### config.mk
export PLATFORM = sky130hd
export DESIGN_NAME = mps_front
export DESIGN_NICKNAME = d
export VERILOG_FILES = /design/src/design/mps_pkg.sv /design/src/design/mps_front.sv
export SDC_FILE = /design/constraint.sdc
export NUM_CORES = 1
export LEC_CHECK = 0
export ABC_AREA = 1
export BUFFER_PORTS_ARGS = -buffer_cell sky130_fd_sc_hd__buf_2
export CAP_MARGIN = 20
export CELL_PAD_IN_SITES_DETAIL_PLACEMENT = 1
export CELL_PAD_IN_SITES_GLOBAL_PLACEMENT = 2
export CORE_MARGIN = 2
export CORE_UTILIZATION = 36
export DETAILED_ROUTE_END_ITERATION = 8
export PLACE_DENSITY_LB_ADDON = 0.1
export SYNTH_ARGS = -nofsm -noshare
export SYNTH_HDL_FRONTEND = slang
export SYNTH_SLANG_ARGS = --single-unit
export TNS_END_PERCENT = 10
### constraint.sdc
create_clock -name i_clk -period 10.2 [get_ports i_clk]
set_input_delay 0.51 -clock i_clk [delete_from_list [all_inputs] [get_ports i_clk]]
set_output_delay 0.51 -clock i_clk [all_outputs]
set_load 0.02 [all_outputs]
### src/design/mps_pkg.sv
`default_nettype none
package mps_pkg;
    localparam int PaletteSize = 64;
    localparam int MaxInfl = 4;
    localparam int ElemsPerMat = 12;
    localparam int PalDepth = PaletteSize * ElemsPerMat;
    localparam int PalAw = $clog2(PalDepth);
    localparam int MatW = 6;
    localparam int SlotW = 2;

    localparam logic [1:0] CMD_LOAD = 2'd0;
    localparam logic [1:0] CMD_SLOT = 2'd1;
    localparam logic [1:0] CMD_POINT = 2'd2;
    localparam logic [1:0] CMD_NORMAL = 2'd3;

    typedef struct packed {
        logic               point;
        logic signed [31:0] x;
        logic signed [31:0] y;
        logic signed [31:0] z;
    } t_job;

    function automatic logic signed [31:0] sat32(input logic signed [49:0] v);
        if (v > 50'sd2147483647) begin
            return 32'sh7fffffff;
        end else if (v < -50'sd2147483648) begin
            return 32'sh80000000;
        end
        return v[31:0];
    endfunction

    function automatic logic signed [47:0] rnd16(input logic signed [63:0] p);
        logic signed [63:0] t;
        t = p + 64'sd32768;
        return t[63:16];
    endfunction
endpackage
`default_nettype wire

### src/design/mps_front.sv
`default_nettype none
module mps_front import mps_pkg::*; (
    input  wire              i_clk,
    input  wire              i_rst_n,
    input  wire              i_valid,
    output logic             o_ready,
    input  wire [1:0]        i_cmd,
    input  wire [MatW-1:0]   i_matrix_sel,
    input  wire [3:0]        i_element_sel,
    input  wire [SlotW-1:0]  i_slot_sel,
    input  wire [31:0]       i_value,
    input  wire [31:0]       i_vec_x,
    input  wire [31:0]       i_vec_y,
    input  wire [31:0]       i_vec_z,
    input  wire              i_back_idle,
    output logic             o_pal_we,
    output logic [PalAw-1:0] o_pal_waddr,
    output logic [31:0]      o_pal_wdata,
    output logic             o_slot_we,
    output logic             o_job_valid,
    output t_job             o_job,
    input  wire              i_job_ready
);
    // Two-entry queue of transform jobs toward the back end.
    t_job r_q [2];
    logic [1:0] r_cnt, n_cnt;
    logic r_rd, r_wr;
    logic is_xf, push, pop;
    t_job in_job;

    assign is_xf = i_cmd == CMD_POINT || i_cmd == CMD_NORMAL;
    // Palette and slot writes wait until every earlier transform has finished.
    assign o_ready = is_xf ? r_cnt != 2'd2 : (r_cnt == 2'd0 && i_back_idle);
    assign push = i_valid && o_ready && is_xf;
    assign pop = o_job_valid && i_job_ready;
    assign o_job_valid = r_cnt != 2'd0;
    assign o_job = r_q[r_rd];
    assign in_job = '{point: i_cmd == CMD_POINT, x: i_vec_x, y: i_vec_y, z: i_vec_z};

    assign o_pal_we = i_valid && o_ready && i_cmd == CMD_LOAD && i_element_sel < 4'd12
        && 32'(i_matrix_sel) < 32'(PaletteSize);
    assign o_pal_waddr = PalAw'(i_matrix_sel) * PalAw'(ElemsPerMat) + PalAw'(i_element_sel);
    assign o_pal_wdata = i_value;
    assign o_slot_we = i_valid && o_ready && i_cmd == CMD_SLOT
        && 32'(i_slot_sel) < 32'(MaxInfl);

    always_comb begin
        n_cnt = r_cnt;
        if (push && !pop) begin
            n_cnt = r_cnt + 2'd1;
        end else if (pop && !push) begin
            n_cnt = r_cnt - 2'd1;
        end
    end

    always_ff @(posedge i_clk) begin
        if (!i_rst_n) begin
            r_cnt <= '0;
            r_rd <= 1'b0;
            r_wr <= 1'b0;
        end else begin
            r_cnt <= n_cnt;
            if (push) begin
                r_wr <= !r_wr;
            end
            if (pop) begin
                r_rd <= !r_rd;
            end
        end
        if (push) begin
            r_q[r_wr] <= in_job;
        end
    end
endmodule
`default_nettype wire

==> results.cfg, run 1 <==
[drt]
drc = 0
final_antenna_net_count = 0
firstDrtPassIters = 4
vias = 4323
finalWirelength_um = 16400
viasPerCell = 4.60
wl_per_cell_um = 17.5
drt_iter0_drc = 207

[worst_setup_path]
cp_slowest_cell = buf_4
rr_worst_depth = 7
slowest_delay_ns = 0.51
crit_path_start_kind = register
cp_max_fo = 46
r2r_start = r_cnt[1]
crit_type = reg2out
r2r_setup_slack_ns = 7.45
end_kind = output port
crit_arrival_ns = 2.29
required_ns = 9.69
timing.rr.end = r_q[0][27]
cp_cell_sequence = buf_4 > buf_16 > mux2_1 > buf_2

[power_and_ir_drop]
power_frac_clock_pct = 32.7
internal_power_mw = 1.45
p_switching_mw = 0.567
p_total_mw = 2.02
irDropWorstVdd_mv = 0.105
seqPwrFrac_pct = 47.9
switching_share_pct = 28.1
combPwrFrac_pct = 19.4
power_density_nw_per_um2 = 208
power_leakage_nw = 3.71

[sta]
hold_ws_ns = 0.271
maxSlewViolCount = 0
rsz0062_at_grt = false
worstMarginPinSlew_ns = 0.772
finalHoldViolations = 0
period_needed_ns = 2.80
setup_viol = 0
slew_headroom_pct = 48.6
setup_tns_ns = 0
final.period_utilization_pct = 27.4
skew_ns = 0.00794
fmax_mhz = 358

[placed_design]
gp_congestion = 0.727
placed_area_sq_um = 9150
numPortBuffers = 219
hpwl_um = 11200

[synthesis]
synth_nets = 604
ys_seq_area_share_pct = 74.5
ys_warn_count = 0
synth.top_cells.by_area = edfxtp_1 (73%), mux2_2 (9.5%), mux2_1 (4.2%)
yosysTopAreaCellShare_pct = 73.3
synth_top_area_cell = edfxtp_1
synth_area_per_cell_sq_um = 17.9
synth_area_sq_um = 7950
synth_cells = 445
ys_types = 25
synth_seq_cells = 199

[grt]
antenna_found_initial = 4
grt_usage_pct = 14.2
gr-total-overflow = 0
grt_pass1_vias = 4610
grt_max_degree = 54
grt_pass1_wl_um = 25600

[layout]
drive_gt1_share_pct = 50.7
multiInputGateArea_sq_um = 1640
fin_area_sq_um = 9740
seq_area_sq_um = 5930
syn2layout_area_growth_pct = 22.5
layout_commonest_cell = buf_2
most-common-layout-cells = buf_2 (219), edfxtp_1 (194), mux2_2 (67), mux2_1 (30), nand2_1 (23)
fill_cells = 2218
fin_util_pct = 44.8
finalNetCount = 803

[floorplanning]
start_util_pct = 36.5
fp-row-count = 54
dieArea_sq_um = 23300
fp.dieW_um = 153
die_y_um = 153
ios = 290
core_area_sq_um = 21800

[worst_hold_path]
hold_path_end = r_q[0][24]
hp-start = i_vec_z[24]
hold_path_depth = 1
hold_path.class = in2reg

[cts]
path_clk_slew_ns = 0.08
holdBufCountCts = 0
cts_num_sinks = 199
cts_root_buffer = clkbuf_16
numCtsBuffers = 17
h-tree-depth = 4
cts_resized = 0
cts_setup_buffers = 0
clk_latency_ns = 0.42
cts_max_path_buffers = 2
tritoncts = done

[run]
cap_violations = 0

[run_status]
status = finished, final reports clean
state kept, by name (all words and copies together), names as in the netlist, named ones only:
name	count
r_cnt	2
r_q	194
r_rd	1
r_wr	1
per-stage QoR:
stage | std cells | worst slack (ns)
final | 939 | 7.40
after global routing | 939 | 7.13
after CTS | 937 | 7.29
after detailed placement | 905 | 7.22
after global placement | 904 | 7.26
after floorplan | 445 | 4.94
per-layer routing:
metal  track usage [%]  part of all wire, %
met1              17.8                   42
met3              3.92                  5.7
met5                 0                 0.16
met4              5.78                  2.3
met2              23.5                   50
power by group through the flow:
stage | Clock, mW | Combinational, mW | Sequential [mW]
4_1_cts | 0.684 | 0.402 | 0.968
5_1_grt | 0.712 | 0.425 | 0.973
3_3_place_gp | 0 | 0.390 | 0.983
3_5_place_dp | 0 | 0.399 | 0.986
2_1_floorplan | 0 | 0.287 | 0.984
6_report | 0.661 | 0.393 | 0.967
final cells by class:
cell class	count	area share, %
tap	280	3.60
multi-input combinational	183	16.8
timing repair buffer	225	11.9
inverter	18	0.694
antenna	2	0.0514
sequential	199	60.9
clock buffer	18	4.41
clock inverter	14	1.61
synthesized netlist by cell type, drive strengths merged:
| cell type | count |
|---|---|
| o21ai | 6 |
| nand3b | 1 |
| nand3 | 12 |
| nand2 | 26 |
| nor2 | 13 |
| a21oi | 10 |
| inv | 18 |
| fa | 2 |
| edfxtp | 194 |
| nand4 | 1 |
| dfxtp | 5 |
| buf | 45 |
| a211oi | 1 |
| mux2 | 97 |
| ha | 10 |
| xor2 | 4 |
how the worst max path moves through the flow:
stage | from | endpoint | depth (start not counted)
6_report | register | o_job[80] | 4
5_1_grt | r_cnt[1] | r_q[0][72] | 7
4_1_cts | register | o_job[56] | 4
3_5_place_dp | i_cmd[1] | r_q[0][69] | 5
3_3_place_gp | i_cmd[1] | r_q[0][86] | 5
2_1_floorplan | i_valid | r_q[0][0] | 2
critical path: cells and delay by family, from the launching register on:
kind	cells	cell delay, ns
buf+inv	3	1.00
flops	1	0.46
mux	1	0.37
logic make-up (layout without fill, tap and decap cells):
kind of cell             after synthesis  count (layout)  share of synthesized area, %
AO/OA/AOI/OAI                         17              17                          1.10
XOR/XNOR                               4               4                         0.441
adder cells (fa/ha/maj)               12              12                          2.08
buffers and inverters                 63             275                          5.07
flip-flops                           199             199                          74.5
multiplexers                          97              97                          13.7
other                                  0               2                             0
AND/OR/NAND/NOR                       53              53                          3.05
Note: power is estimated with default switching activity, not from simulation.
==> inputs of run 2 (changes only) <==
--- a/config.mk
+++ b/config.mk
@@ -5,13 +5,13 @@
 export SDC_FILE = /design/constraint.sdc
 export NUM_CORES = 1
 export LEC_CHECK = 0
-export ABC_AREA = 1
+export ABC_AREA = 0
 export BUFFER_PORTS_ARGS = -buffer_cell sky130_fd_sc_hd__buf_2
 export CAP_MARGIN = 20
 export CELL_PAD_IN_SITES_DETAIL_PLACEMENT = 1
 export CELL_PAD_IN_SITES_GLOBAL_PLACEMENT = 2
 export CORE_MARGIN = 2
-export CORE_UTILIZATION = 36
+export CORE_UTILIZATION = 31
 export DETAILED_ROUTE_END_ITERATION = 8
 export PLACE_DENSITY_LB_ADDON = 0.1
 export SYNTH_ARGS = -nofsm -noshare
==> constraint.sdc (replaced) <==
create_clock -name i_clk -period 2.45 [get_ports i_clk]
set_input_delay 0.1225 -clock i_clk [delete_from_list [all_inputs] [get_ports i_clk]]
set_output_delay 0.1225 -clock i_clk [all_outputs]
set_load 0.02 [all_outputs]
==> run 2 against run 1 <==
  * Non-clock buffer count is 99 higher
  * Cell count is 12% higher
  * Largest cell class unchanged
  * Worst setup slack worse by 7.0 ns
  * Core utilization is 1.7 points lower
  * Clock power grew to 4.1 times the previous value
  * Largest power group unchanged
  * Clock-buffer cell count is 1 lower
==> results.cfg, run 2 <==
[layout]
multiInputGateArea_sq_um = 1680
reg_top3 = r_q (194), r_cnt (2)
finalNetCount = 873
fin_area_sq_um = 10800
layout_commonest_cell = buf_2
diodes = 0
most-common-layout-cells = buf_2 (219), edfxtp_1 (194), dlygate4sd3_1 (98), mux2_2 (97), clkbuf_16 (17)
drive_gt1_share_pct = 50.3
syn2layout_area_growth_pct = 36.4
stdcell_count = 1056
largest_reg_flops = 194
fill_cells = 2583
seq_area_sq_um = 5930
regMostFlops = r_q

[power_and_ir_drop]
power_leakage_nw = 4.07
power_density_nw_per_um2 = 882
irDropWorstVdd_mv = 0.444

[worst_setup_path]
crit_family = adder cells
end_kind = output port
crit_arrival_ns = 1.97
path_common_cell = buf_2
slowest_delay_ns = 0.40
cp_slowest_cell = fa_1
crit_path_start_kind = primary input
crit_type = in2out
required_ns = 2.33
cp_max_fo = 5
cp_cell_sequence = buf_2 > ha_1 > fa_1 > xor2_1 > and3_4 > and4b_1 > a221o_1 > buf_2
cp.buffers_inverters = 2

[synthesis]
async_flop_share_pct = 0
ys_types = 39
ys_warn_count = 0
synth_nets = 575
synth.top_cells.by_area = edfxtp_1 (73%), mux2_2 (14%), buf_4 (3.2%)
synth_edf_count = 194
synth_seq_cells = 199
synth_commonest_cells = edfxtp_1 (194), mux2_2 (97), buf_4 (34), buf_2 (10), ha_1 (10)
synth_top_area_cell = edfxtp_1
ys_seq_area_share_pct = 74.7
synth_cells = 416
yosysTopAreaCellShare_pct = 73.5
synth_flop_cell = edfxtp_1
synth_area_sq_um = 7930
synthMostInstantiatedCell = edfxtp_1
synth_area_per_cell_sq_um = 19.1

[grt]
grt_max_degree = 54
grt_pass1_vias = 5034
grt_usage_pct = 13.0
grt_pass1_wl_um = 26800
antenna_found_initial = 0
gr-total-overflow = 0

[cts]
numCtsBuffers = 17
tritoncts = done
clk_latency_ns = 0.42
h-tree-depth = 4
cts_num_sinks = 199
cts_max_path_buffers = 2
path_clk_slew_ns = 0.07
cts_root_buffer = clkbuf_16
cts_resized = 0

[drt]
drt_iter0_drc = 167
wl_per_cell_um = 16.3
finalWirelength_um = 17200
firstDrtPassIters = 4
vias = 4559
viasPerCell = 4.32
drc = 0
final_antenna_net_count = 0

[worst_hold_path]
hold_path.class = in2reg

[sta]
setup_ws_ns = 0.357
rsz0062_at_grt = false
slew_headroom_pct = 55.6
finalHoldViolations = 0
fmax_mhz = 478
skew_ns = 0.00889
hold_ws_ns = 0.126
final.period_utilization_pct = 85.4
period_needed_ns = 2.09
worstMarginPinSlew_ns = 0.666
setup_viol = 0
maxSlewViolCount = 0

[placed_design]
numPortBuffers = 219
gp_congestion = 0.706
post-place-ws_ns = 0.339
placed_area_sq_um = 9240
hpwl_um = 11600
dpl.cell_count = 927

[floorplanning]
fp-row-count = 58
core_area_sq_um = 25100
start_util_pct = 31.6
fp.dieW_um = 164
die_y_um = 164
dieArea_sq_um = 26900
ios = 290

[run_status]
status = finished, final reports clean

[run]
cap_violations = 0
[run 2: cell count changes in the layout (fill, tap and decap cells not counted), sizes merged, moves of 5 or more]
cell	before	now
inv	26	11
nor2	13	4
nand2	26	6
xnor2	0	6
clkinv	4	9
dlygate4sd3	0	98
nand3	12	2
and2	0	5
[run 2: area by class of cell]
cell class	instances	area share [%]
flip-flops and latches	199	54.8
repair buffers	324	20.2
multi-input cells	166	15.5
clock buffers	17	3.94
well taps	330	3.82
clock inverters	14	1.48
inverters	6	0.208
[run 2: worst register-to-register path, cell delays in order (launching register included)]
cell	delay, ns
dfxtp_1	0.37
inv_1	0.07
o211ai_1	0.35
inv_1	0.11
ha_1	0.35
or3_1	0.35
a21boi_0	0.15
[run 2: metal layers]
metal | part of all wire, % | routed length (um) | track usage [%]
met1 | 41 | 7070 | 15.6
met5 | 0 | 0 | 0
met2 | 51 | 8700 | 22.4
met4 | 1.2 | 206 | 4.31
met3 | 7.3 | 1250 | 3.96
[run 2: cell families after synthesis]
logic type,share of synthesized area [%]
adders and majority gates,2.08
buffers and inverters,4.18
xor gates and xnor gates,1.39
muxes,13.8
DFF,74.7
and+or+nand+nor,2.02
AOI/OAI and AO/OA,1.80
[run 2: final timing paths]
path | start | to | slack [ns] | cells after the start
min reg2reg | r_cnt[1] | r_cnt[1] | 0.52 | 2
max | i_matrix_sel[1] | o_pal_waddr[9] | 0.36 | 8
max reg2reg | r_cnt[1] | r_cnt[1] | 0.63 | 6
min | i_cmd[1] | r_q[1][96] | 0.13 | 2
[run 2: repair_timing]
| action | CTS | global route |
|---|---|---|
| hold endpoints to repair | 199 | 0 |
| setup buffers | 0 | 0 |
| hold buffers | 98 | 0 |
[run 2: metrics by stage]
| stage | util, % | power (mW) | TNS [ns] |
|---|---|---|---|
| 2_1_floorplan | - | 6.03 | -87.57 |
| 3_3_place_gp | 36.8 | 6.83 | 0 |
| 3_5_place_dp | 36.8 | 6.86 | 0 |
| 4_1_cts | 43.1 | 9.74 | 0 |
| 5_1_grt | 43.1 | 10.0 | 0 |
| 6_report | 43.1 | 9.54 | 0 |
[run 2: power breakdown]
| group | switching [mW] | internal [mW] | total, mW |
|---|---|---|---|
| clock | 1.34 | 1.37 | 2.70 |
| sequential | 0.112 | 4.04 | 4.15 |
| combinational | 1.53 | 1.16 | 2.68 |
